File: src/hw/rtl/rsid_pkg.sv
// Shared types and codes for the RV32IM subset instruction decoder.
// Depends on nothing; every other file of the decoder imports it.
package rsid_pkg;

  localparam int WORD_W = 32;
  localparam int REG_W  = 5;
  localparam int MNEM_W = 5;
  localparam int STAT_W = 2;

  // Result status codes.
  localparam logic [STAT_W-1:0] ST_VALID   = 2'd0;
  localparam logic [STAT_W-1:0] ST_BUBBLE  = 2'd1;
  localparam logic [STAT_W-1:0] ST_INVALID = 2'd2;

  // Major opcodes.
  localparam logic [6:0] OPC_OP     = 7'h33;
  localparam logic [6:0] OPC_OP_IMM = 7'h13;
  localparam logic [6:0] OPC_LOAD   = 7'h03;
  localparam logic [6:0] OPC_STORE  = 7'h23;
  localparam logic [6:0] OPC_BRANCH = 7'h63;
  localparam logic [6:0] OPC_LUI    = 7'h37;
  localparam logic [6:0] OPC_JAL    = 7'h6F;
  localparam logic [6:0] OPC_SYSTEM = 7'h73;

  // funct7 values.
  localparam logic [6:0] F7_BASE   = 7'h00;
  localparam logic [6:0] F7_MULDIV = 7'h01;
  localparam logic [6:0] F7_ALT    = 7'h20;

  // funct3 values.
  localparam logic [2:0] F3_ADD  = 3'd0;
  localparam logic [2:0] F3_SLL  = 3'd1;
  localparam logic [2:0] F3_SLT  = 3'd2;
  localparam logic [2:0] F3_XOR  = 3'd4;
  localparam logic [2:0] F3_SR   = 3'd5;
  localparam logic [2:0] F3_OR   = 3'd6;
  localparam logic [2:0] F3_AND  = 3'd7;
  localparam logic [2:0] F3_WORD = 3'd2;
  localparam logic [2:0] F3_BNE  = 3'd1;

  // Mnemonic codes.
  localparam logic [MNEM_W-1:0] M_ADD   = 5'd0;
  localparam logic [MNEM_W-1:0] M_MUL   = 5'd1;
  localparam logic [MNEM_W-1:0] M_SUB   = 5'd2;
  localparam logic [MNEM_W-1:0] M_SLL   = 5'd3;
  localparam logic [MNEM_W-1:0] M_MULH  = 5'd4;
  localparam logic [MNEM_W-1:0] M_SLT   = 5'd5;
  localparam logic [MNEM_W-1:0] M_XOR   = 5'd6;
  localparam logic [MNEM_W-1:0] M_DIV   = 5'd7;
  localparam logic [MNEM_W-1:0] M_SRL   = 5'd8;
  localparam logic [MNEM_W-1:0] M_SRA   = 5'd9;
  localparam logic [MNEM_W-1:0] M_OR    = 5'd10;
  localparam logic [MNEM_W-1:0] M_REM   = 5'd11;
  localparam logic [MNEM_W-1:0] M_AND   = 5'd12;
  localparam logic [MNEM_W-1:0] M_ADDI  = 5'd13;
  localparam logic [MNEM_W-1:0] M_SLLI  = 5'd14;
  localparam logic [MNEM_W-1:0] M_SLTI  = 5'd15;
  localparam logic [MNEM_W-1:0] M_XORI  = 5'd16;
  localparam logic [MNEM_W-1:0] M_SRLI  = 5'd17;
  localparam logic [MNEM_W-1:0] M_SRAI  = 5'd18;
  localparam logic [MNEM_W-1:0] M_ORI   = 5'd19;
  localparam logic [MNEM_W-1:0] M_ANDI  = 5'd20;
  localparam logic [MNEM_W-1:0] M_LB    = 5'd21;
  localparam logic [MNEM_W-1:0] M_SB    = 5'd24;
  localparam logic [MNEM_W-1:0] M_BEQ   = 5'd27;
  localparam logic [MNEM_W-1:0] M_BNE   = 5'd28;
  localparam logic [MNEM_W-1:0] M_LUI   = 5'd29;
  localparam logic [MNEM_W-1:0] M_JAL   = 5'd30;
  localparam logic [MNEM_W-1:0] M_ECALL = 5'd31;

  // Immediate formats.
  typedef enum logic [2:0] {
    IMM_NONE  = 3'd0,
    IMM_I     = 3'd1,
    IMM_SHAMT = 3'd2,
    IMM_S     = 3'd3,
    IMM_B     = 3'd4,
    IMM_J     = 3'd5,
    IMM_U     = 3'd6
  } imm_fmt_t;

  // Control decode handed from the opcode decoder to the rest of the block.
  typedef struct packed {
    logic [STAT_W-1:0] status;
    logic [MNEM_W-1:0] mnemonic;
    imm_fmt_t          imm_fmt;
  } decode_t;

endpackage

File: src/hw/rtl/rsid_decode.sv
// Opcode/funct decoder: status, mnemonic and immediate format of one word.
// Depends on rsid_pkg.
module rsid_decode
  import rsid_pkg::*;
(
  input  logic [WORD_W-1:0] word,
  output decode_t           dec
);

  logic [6:0]        opcode;
  logic [2:0]        f3;
  logic [6:0]        f7;
  logic [MNEM_W-1:0] mnem;
  imm_fmt_t          fmt;
  logic              bad;

  assign opcode = word[6:0];
  assign f3     = word[14:12];
  assign f7     = word[31:25];

  always_comb begin
    mnem = '0;
    fmt  = IMM_NONE;
    bad  = 1'b0;
    unique case (opcode)
      OPC_OP: begin
        unique case (f3)
          F3_ADD: begin
            if (f7 == F7_BASE) mnem = M_ADD;
            else if (f7 == F7_MULDIV) mnem = M_MUL;
            else if (f7 == F7_ALT) mnem = M_SUB;
            else bad = 1'b1;
          end
          F3_SLL: begin
            if (f7 == F7_BASE) mnem = M_SLL;
            else if (f7 == F7_MULDIV) mnem = M_MULH;
            else bad = 1'b1;
          end
          F3_SLT: begin
            if (f7 == F7_BASE) mnem = M_SLT;
            else bad = 1'b1;
          end
          F3_XOR: begin
            if (f7 == F7_BASE) mnem = M_XOR;
            else if (f7 == F7_MULDIV) mnem = M_DIV;
            else bad = 1'b1;
          end
          F3_SR: begin
            if (f7 == F7_BASE) mnem = M_SRL;
            else if (f7 == F7_ALT) mnem = M_SRA;
            else bad = 1'b1;
          end
          F3_OR: begin
            if (f7 == F7_BASE) mnem = M_OR;
            else if (f7 == F7_MULDIV) mnem = M_REM;
            else bad = 1'b1;
          end
          F3_AND: begin
            if (f7 == F7_BASE) mnem = M_AND;
            else bad = 1'b1;
          end
          default: bad = 1'b1;
        endcase
      end
      OPC_OP_IMM: begin
        unique case (f3)
          F3_ADD: begin
            mnem = M_ADDI;
            fmt  = IMM_I;
          end
          F3_SLL: begin
            if (f7 == F7_BASE) begin
              mnem = M_SLLI;
              fmt  = IMM_SHAMT;
            end else begin
              bad = 1'b1;
            end
          end
          F3_SLT: begin
            mnem = M_SLTI;
            fmt  = IMM_I;
          end
          F3_XOR: begin
            mnem = M_XORI;
            fmt  = IMM_I;
          end
          F3_SR: begin
            if (f7 == F7_BASE) begin
              mnem = M_SRLI;
              fmt  = IMM_SHAMT;
            end else if (f7 == F7_ALT) begin
              mnem = M_SRAI;
              fmt  = IMM_SHAMT;
            end else begin
              bad = 1'b1;
            end
          end
          F3_OR: begin
            mnem = M_ORI;
            fmt  = IMM_I;
          end
          F3_AND: begin
            mnem = M_ANDI;
            fmt  = IMM_I;
          end
          default: bad = 1'b1;
        endcase
      end
      OPC_LOAD: begin
        // Byte, half and word sit at consecutive codes.
        if (f3 <= F3_WORD) begin
          mnem = M_LB + MNEM_W'(f3);
          fmt  = IMM_I;
        end else begin
          bad = 1'b1;
        end
      end
      OPC_STORE: begin
        if (f3 <= F3_WORD) begin
          mnem = M_SB + MNEM_W'(f3);
          fmt  = IMM_S;
        end else begin
          bad = 1'b1;
        end
      end
      OPC_BRANCH: begin
        if (f3 == F3_BNE) begin
          mnem = M_BNE;
          fmt  = IMM_B;
        end else if (f3 == F3_ADD) begin
          mnem = M_BEQ;
          fmt  = IMM_B;
        end else begin
          bad = 1'b1;
        end
      end
      OPC_LUI: begin
        mnem = M_LUI;
        fmt  = IMM_U;
      end
      OPC_JAL: begin
        mnem = M_JAL;
        fmt  = IMM_J;
      end
      // Every word with the system opcode is taken as ecall.
      OPC_SYSTEM: mnem = M_ECALL;
      default: bad = 1'b1;
    endcase
  end

  always_comb begin
    dec.mnemonic = mnem;
    dec.imm_fmt  = fmt;
    if (word == '0) dec.status = ST_BUBBLE;
    else if (bad) dec.status = ST_INVALID;
    else dec.status = ST_VALID;
  end

endmodule

File: src/hw/rtl/rsid_imm.sv
// Immediate generator: assembles the immediate of each format, sign-extending the I, S, B and J formats.
// Depends on rsid_pkg.
module rsid_imm
  import rsid_pkg::*;
(
  input  logic [WORD_W-1:0] word,
  input  imm_fmt_t          fmt,
  output logic [WORD_W-1:0] imm
);

  always_comb begin
    unique case (fmt)
      IMM_I:     imm = {{20{word[31]}}, word[31:20]};
      IMM_SHAMT: imm = {27'd0, word[24:20]};
      IMM_S:     imm = {{20{word[31]}}, word[31:25], word[11:7]};
      IMM_B:     imm = {{19{word[31]}}, word[31], word[7], word[30:25], word[11:8], 1'b0};
      IMM_J:     imm = {{11{word[31]}}, word[31], word[19:12], word[20], word[30:21], 1'b0};
      IMM_U:     imm = {word[31:12], 12'd0};
      default:   imm = '0;
    endcase
  end

endmodule

File: src/hw/rtl/riscv_subset_instruction_decoder_top.sv
// Top level of the RV32IM subset instruction decoder: input register, decode
// logic and result register. Depends on rsid_pkg, rsid_decode and rsid_imm.
//
// A request is taken on every clock edge where start is high; busy never rises,
// so one instruction word can be presented each cycle. The word is captured in the
// input register and its decode is loaded into the result register, with done
// registered from the input valid flag alongside it. The result is valid for a
// single cycle only, since there is no result backpressure.
// Results leave in request order. Non-valid results carry zero in all fields
// but status.
module riscv_subset_instruction_decoder_top
  import rsid_pkg::*;
(
  input  logic                     clk,
  input  logic                     rst,
  input  logic                     start,
  output logic                     busy,
  input  logic [WORD_W-1:0]        instr_word,
  output logic                     done,
  output logic [STAT_W-1:0]        status,
  output logic [MNEM_W-1:0]        mnemonic,
  output logic [REG_W-1:0]         dest_reg,
  output logic [REG_W-1:0]         src1_reg,
  output logic [REG_W-1:0]         src2_reg,
  output logic signed [WORD_W-1:0] immediate
);

  logic              in_valid;
  logic [WORD_W-1:0] in_word;
  decode_t           dec;
  logic [WORD_W-1:0] imm_raw;
  logic              ok;

  assign busy = 1'b0;

  always_ff @(posedge clk) begin
    if (rst) begin
      in_valid <= 1'b0;
    end else begin
      in_valid <= start;
    end
  end

  always_ff @(posedge clk) begin
    if (start) begin
      in_word <= instr_word;
    end
  end

  rsid_decode u_decode (
    .word (in_word),
    .dec  (dec)
  );

  rsid_imm u_imm (
    .word (in_word),
    .fmt  (dec.imm_fmt),
    .imm  (imm_raw)
  );

  assign ok = (dec.status == ST_VALID);

  always_ff @(posedge clk) begin
    if (rst) begin
      done <= 1'b0;
    end else begin
      done <= in_valid;
    end
  end

  always_ff @(posedge clk) begin
    if (in_valid) begin
      status    <= dec.status;
      mnemonic  <= ok ? dec.mnemonic : '0;
      dest_reg  <= ok ? in_word[11:7] : '0;
      src1_reg  <= ok ? in_word[19:15] : '0;
      src2_reg  <= ok ? in_word[24:20] : '0;
      immediate <= ok ? signed'(imm_raw) : '0;
    end
  end

endmodule

File: config.mk
export PLATFORM = sky130hd
export DESIGN_NAME = riscv_subset_instruction_decoder_top
export DESIGN_NICKNAME = d
export VERILOG_FILES = /design/src/hw/rtl/rsid_pkg.sv /design/src/hw/rtl/rsid_decode.sv /design/src/hw/rtl/rsid_imm.sv /design/src/hw/rtl/riscv_subset_instruction_decoder_top.sv
export SDC_FILE = /design/constraint.sdc
export NUM_CORES = 1
export LEC_CHECK = 0
export ABC_AREA = 0
export BUFFER_PORTS_ARGS = -buffer_cell sky130_fd_sc_hd__buf_4
export CAP_MARGIN = 30
export CORE_MARGIN = 10
export CORE_UTILIZATION = 30
export CTS_BUF_LIST = sky130_fd_sc_hd__clkbuf_8
export CTS_CLUSTER_SIZE = 40
export DETAILED_ROUTE_END_ITERATION = 7
export GPL_TIMING_DRIVEN = 0
export PLACE_DENSITY = 0.56
export SYNTH_ARGS = -nofsm -noshare
export SYNTH_HDL_FRONTEND = slang
export SYNTH_SLANG_ARGS = --single-unit
File: constraint.sdc
create_clock -name clk -period 2.5 [get_ports clk]
set_input_delay 0.375 -clock clk [delete_from_list [all_inputs] [get_ports clk]]
set_output_delay 0.375 -clock clk [all_outputs]
set_load 0.05 [all_outputs]
---- Yosys cells after proc, flatten, opt, wreduce, memory -nomap -nowiden ----
Index checks and enable logic that the tools add are counted.
operators by class
  add/subtract/negate cells ............... 2
  magnitude comparators ................... 1
  eq/ne operators ......................... 22
  multiplexer cells ....................... 48
  reductions and logical operators ........ 9
operator list
  cell                 count
  $pmux 32 s6          1
  $pmux 5 s7           2
  $mux 5               12
  $pmux 5 s8           1
  $logic_not 32->1     1
  $eq 7x6->1 const B   4
  $eq 3x3->1 const B   7
  $eq 7x7->1 const B   3
  $mux 3               6
  $pmux 3 s6           1
  $mux 4               4
  $mux 2               6
  $mux 1               11
  $eq 3x2->1 const B   3
  $pmux 3 s3           1
  $eq 7x1->1 const B   1
  $eq 7x2->1 const B   1
  $eq 7x5->1 const B   1
  $logic_not 7->1      1
  $eq 3x1->1 const B   2
  $reduce_or 3->1      2
  $add 4x4->5 const A  1
  $add 5x3->5 const A  1
  $pmux 1 s5           1
  7 further kinds      8
storage, ports and cells
  register bits ........................... 88
  input port bits ......................... 35
  output and inout port bits .............. 56
  logic and storage cells ................. 91

---- Longest topological paths before layout ----
  depth in word-level cells ............... 9
  gate-level depth with buffers ........... 11
  gate-level depth less buffers ........... 8

---- Modules after synthesis ----
A second synthesis with hierarchy kept.
unflattened totals
  cells, all modules ...................... 401
  area, all modules ....................... 5134.9 µm²
by module, submodules not included
  module                                instances  cells each  area an instance (µm²)  seq. area each (µm²)
  riscv_subset_instruction_decoder_top  1          156         3422.0                  2622.5
  rsid_decode                           1          150         965.9                   0.0
  rsid_imm                              1          95          747.0                   0.0

---- Worst setup path before layout ----
Ideal clock, no wire load.
  kind .................................... reg2reg
  start point ............................. register in_word[13]
  end point ............................... register immediate[21], data pin
  setup time .............................. 258 ps
  data arrival time ....................... 2406 ps
  data required time ...................... 2242 ps
  setup slack ............................. -164 ps
  stages on the path, launching flop included .. 12
  buffers on the path ..................... 3
  period minus slack after synthesis ...... 2664 ps
  path through ............................ edfxtp_1 buf_2 inv_1 ha_1 clkbuf_1 nor3b_1 o21ai_0 nand2_1 nand3_1 nor3_1 buf_2 nor3_1
between the ends
  word-level cells in the longest chain between the ends .. 7
  elaborated cells between the ends (all ways) .. 34
  those cells by class .................... order compare: 1; eq/ne: 12; mux: 15; reduce/logical: 6
ends and longest elaborated chain
  item                                                 RTL line                                    source
  start, declared                                      riscv_subset_instruction_decoder_top.sv:29  logic [WORD_W-1:0] in_word;
  start signal, assigned                               riscv_subset_instruction_decoder_top.sv:46  in_word <= instr_word;
  branches (longest 7 deep; another with $pmux 32 s6)  -
  end signal, assigned                                 riscv_subset_instruction_decoder_top.sv:78  immediate <= ok ? signed'(imm_raw) : '0;
  end, declared                                        riscv_subset_instruction_decoder_top.sv:25  output logic signed [WORD_W-1:0] immediate
Several ways; the timed one is not identified.
A chain may end at the register's enable or synchronous reset.

---- Worst setup path in the final report ----
  start point ............................. register in_word[13]
  end point ............................... register src1_reg[2], data pin
between the ends
  word-level cells in the longest chain between the ends .. 7
  elaborated cells between the ends (all ways) .. 21
  those cells by class .................... order compare: 1; eq/ne: 6; mux: 8; reduce/logical: 6
ends and longest elaborated chain
  item                                                     RTL line                                    source
  $eq 3x2->1, or another cell as far along                 rsid_decode.sv:27, rsid_decode.sv:66
  $reduce_or 5->1 (no line), or another cell as far along  -
  $pmux 1 s3, or another cell as far along                 rsid_decode.sv:66                           unique case (f3)
  $pmux 1 s5                                               rsid_decode.sv:25                           unique case (opcode)
  $mux 2                                                   rsid_decode.sv:155                          else if (bad) dec.status = ST_INVALID;
  $mux 2 (*)                                               rsid_decode.sv:154                          if (word == '0) dec.status = ST_BUBBLE;
  $logic_not 2->1 (*)                                      riscv_subset_instruction_decoder_top.sv:61  assign ok = (dec.status == ST_VALID);
  end signal, assigned                                     riscv_subset_instruction_decoder_top.sv:76  src1_reg <= ok ? in_word[19:15] : '0;
  end, declared                                            riscv_subset_instruction_decoder_top.sv:23  output logic [REG_W-1:0] src1_reg,
Mark *: on every way between the ends. The rest lies on a longest branch, timed or not.

==> results <==
- In the global route stage, overall resource usage came out at 0.1205.
- The initialized floorplan defines 43 standard-cell rows.
- The number of antenna violations at the first check in global routing came to 0.
- Summing over every cut layer, the via total after detailed routing is 3,193.
- Of the total power, the share spent switching nets is 0.2981.
- The fraction of layout instances using a drive strength above 1 is 0.4400.
- The sum of buffers and inverters on the critical path is 3.
- The deepest level of the CTS H-tree is 3.
- The final worst-path setup slack is 49.29 ps.
- For the worst setup path, the data required time is 2630 ps.
- The worst setup path is launched from a flip-flop.
- The post-synthesis to final-layout area growth is 38.67%.
- The effective utilization at floorplan is 0.3050.
- After the last flow step, the layout net total stands at 510.
- The detail route stage leaves a number of antenna-violating nets equal to 0.
- The largest registers in the layout are immediate: 32 flops, in_word: 32 flops.
- Summed over all instances, the cell type with the most area after synthesis is sky130_fd_sc_hd__edfxtp_1.
- The kind of capture point of the worst setup path is a flip-flop.
- In the synthesized netlist the dominant register cell turns out to be sky130_fd_sc_hd__edfxtp_1.
- The fraction of power consumed by the clock network is 0.257.
- The cell family contributing the most delay on the critical path is compound AO/OA/AOI/OAI gates.
- The net switching power figure is 0.9767 mW.
- The number of cells produced by synthesis is 344.
- For this run, the register share of the synthesized area comes to 0.6244.
- The clock tree root buffer cell is sky130_fd_sc_hd__clkbuf_8.
- The flow ran to the end, and the final reports show no timing, DRC or antenna violations.
- For this run, the number of Yosys warnings is 0.
- In this run, synthesis inferred 86 flip-flops with an integrated enable.
- Along the worst path, the maximum fanout reaches 10.
- After detailed routing, the average wire length per cell comes to 18.56 microns.
- The first global-routing pass estimated 18,300 microns of wire.
- The worst register-to-register path has a depth of 10.
- The clock period minus worst slack is 2451 ps.
- Before antenna repair, the detailed router went through 4 iterations.
- Entering global routing, the biggest net connects 42 pins.
- The remaining max-slew budget at the tightest pin is 0.5815.
- The max-slew violation count was 0.
- At the later pin of the worst-skew pair, clock insertion delay measures 370 ps.
- Wires add up to 12,150 microns.
- The number of stages on the worst hold path is 2.
- The class of the most critical hold timing path is input port to flip-flop.
- Traced cell by cell, the critical path runs through buf_4, ha_4, nor2_1, nand3_1, a32o_2, a21oi_4, a211oi_4, buf_6, buf_2, and2_1.
- The share of synthesized area in the top cell type comes to 0.6148.
- For this run the aggregate overflow at the end of global routing stands at 0.
- After routing the design area is 5824 sq um.
- Sorting the synthesized cells by area gives the leading types as sky130_fd_sc_hd__edfxtp_1 (61%), sky130_fd_sc_hd__nor3_1 (3.5%), sky130_fd_sc_hd__a21oi_1 (2.9%).
- After filler insertion, the fill cell instance count of the layout stands at 1,366.
- The number of global-route vias before repair was 3,203.
- The peak ir drop on the vdd network is 0.1942 mV.
- The initial detailed-routing violation count is 221.
- The area after detailed placement is 5120 sq um.
- Before CTS, the worst setup slack after placement is -861.5 ps.
- The sink count of the clock tree is 88.
- The wire-length estimate of the detail-placed layout is 8746 microns.
- Across the run, the number of max-cap violations was 0.
- The critical path in this run is classified as flip-flop to flip-flop.
- Dividing the final minimum period by the clock period gives 0.9803.
- 91 I/O pins were placed.
- The die outline width is 138.3 microns.
- The leakage power is 2.034 nW.
- The routability congestion estimate is 0.8499.
- The repair_antennas step left the layout with diodes totalling 0.
- The setup skew after layout is 9.729 ps.
- The TritonCTS buffer count is 9.
- Measured along the y axis, the die boundary spans 138.3 microns.
- The most common library cell in the layout ignoring fill and taps is sky130_fd_sc_hd__buf_4.
- The final total negative setup slack is 0 ps.
- The delay of the slowest cell on the worst path is 410 ps.
- The top cell types in the final layout, fill and taps aside, are sky130_fd_sc_hd__buf_4 (116), sky130_fd_sc_hd__edfxtp_1 (86), sky130_fd_sc_hd__nor2_1 (19).
- The netlist uses 61 different library cells.
- The cell with the largest stage delay on the worst path is sky130_fd_sc_hd__edfxtp_1.
- The clock tree from TritonCTS is done.
- The die covers 19,130 sq um.
- Based on the critical path, the design can be clocked at up to 408.0 MHz.
- The transition time at the pin with the least slew margin is 627.8 ps.
- The number of synthesized register bits is 88.
- The share of total power dissipated in sequential elements is 0.543.
- Setup violations remaining at the end of the flow were counted as 0.
- The internal portion of the total power is 2.300 mW.
- The share of total power dissipated in combinational logic is 0.200.
- In the synthesized netlist the async set-or-reset flop fraction comes to 0.
- The power per unit of standard cell area is 562.6 nW/um^2.
- The number of endpoints with negative hold slack in the final report was 0.
- The number of stages on the worst setup path is 10.
- When the netlist entered floorplanning its net count stood at 384.
- Using the TritonRoute via totals, the vias-per-cell ratio works out to 4.875.
- The region available for standard cell placement spans 13,770 sq um.
- Setup repair after global routing could not meet its margin everywhere.
- The clock passes through at most 2 buffers.
- The netlist area before placement is 4200 sq um.
- The final core utilization is 0.4229.
- After synthesis, the mean cell area works out to 12.21 sq um.
- The register clock-pin slew on the reported worst setup and hold paths is 80 ps.
- The remaining routing DRC violations is 0.
- Input and output buffers added on the ports amount to 89.
- For the worst setup path, the data arrival time is 2580 ps.
-- cell usage after synthesis, drive strengths merged, types with 2 or more instances --
cell type,number
a211oi,4
a21boi,4
a21o,5
a21oi,25
a22o,2
a22oi,7
a31oi,2
and2,17
and3,7
buf,13
clkbuf,8
dfxtp,2
edfxtp,86
ha,5
inv,6
mux2i,2
nand2,19
nand2b,4
nand3,14
nand3b,3
nand4,2
nor2,20
nor2b,7
nor3,30
nor4,9
o211ai,2
o21ai,7
o21bai,2
o31a,2
o31ai,2
or2,2
or4,4
xor2,3
-- final timing paths --
check,start,slack (ps),endpoint
max,in_word[13],50,src1_reg[2]
min,rst,150,in_valid
max reg2reg,in_word[13],50,src1_reg[2]
min reg2reg,in_word[17],590,src1_reg[2]
-- logic make-up (layout without fill, tap and decap cells) --
logic type,Yosys count,count (layout),synth area share
AO/OA/AOI/OAI,78,78,0.1367
XOR/XNOR,3,3,0.006257
adder cells (fa/ha/maj),5,5,0.01489
buffers and inverters,27,158,0.03277
flip-flops,88,88,0.6244
multiplexers,2,2,0.004766
other,1,1,0.0008928
AND/OR/NAND/NOR,140,140,0.1793
-- metal layers --
metal  part of all wire  track usage
met2               0.49       0.1950
met1               0.44       0.1508
met5                  0            0
met4              0.014      0.03718
met3              0.049      0.03630
-- power by group through the flow --
| stage | clock, mW | combinational, mW | sequential, mW |
|---|---|---|---|
| floorplan | 0 | 0.169 | 1.98 |
| global placement | 0 | 0.534 | 1.84 |
| detailed placement | 0 | 0.550 | 1.82 |
| CTS | 0.873 | 0.605 | 1.78 |
| global route | 0.927 | 0.694 | 1.79 |
| finish | 0.841 | 0.654 | 1.78 |
-- worst reg2reg max path, stage by stage, from the launching register on --
cell and delay, ps:
sky130_fd_sc_hd__edfxtp_1 410, sky130_fd_sc_hd__buf_4 170, sky130_fd_sc_hd__ha_4 200, sky130_fd_sc_hd__nor2_1 280
sky130_fd_sc_hd__nand3_1 130, sky130_fd_sc_hd__a32o_2 310, sky130_fd_sc_hd__a21oi_4 210, sky130_fd_sc_hd__a211oi_4 70
sky130_fd_sc_hd__buf_6 140, sky130_fd_sc_hd__buf_2 150, sky130_fd_sc_hd__and2_1 160
-- stage by stage --
| step | instances | hold WS [ps] | total power, mW |
|---|---|---|---|
| 2_1_floorplan | 344 | 446.6 | 2.154 |
| 3_3_place_gp | 613 | 540.9 | 2.370 |
| 3_5_place_dp | 614 | 537.4 | 2.373 |
| 4_1_cts | 645 | 137.7 | 3.261 |
| 5_1_grt | 655 | 145.0 | 3.415 |
| 6_report | 655 | 152.7 | 3.277 |
-- layout make-up --
cell class / count / area, sq um / area share
repair buffers: 116 / 882.1 / 0.1514
flip-flops and latches: 88 / 2624 / 0.4505
inverters: 6 / 25.02 / 0.004296
plain buffers: 20 / 152.6 / 0.02621
multi-input cells: 229 / 1754 / 0.3012
clock inverters: 7 / 37.54 / 0.006445
well taps: 180 / 225.2 / 0.03867
clock buffers: 9 / 123.9 / 0.02127
-- what timing repair did --
item / 4_1_cts / 5_1_grt
endpoints found under the setup margin: 54 / 53
setup buffers: 15 / 9
resized for setup: 30 / 62
cloned: 1 / 1
pin swaps: 4 / 15
hold endpoints to repair: 0 / 0
hold buffers: 0 / 0
Note: power is estimated with default switching activity, not from simulation.
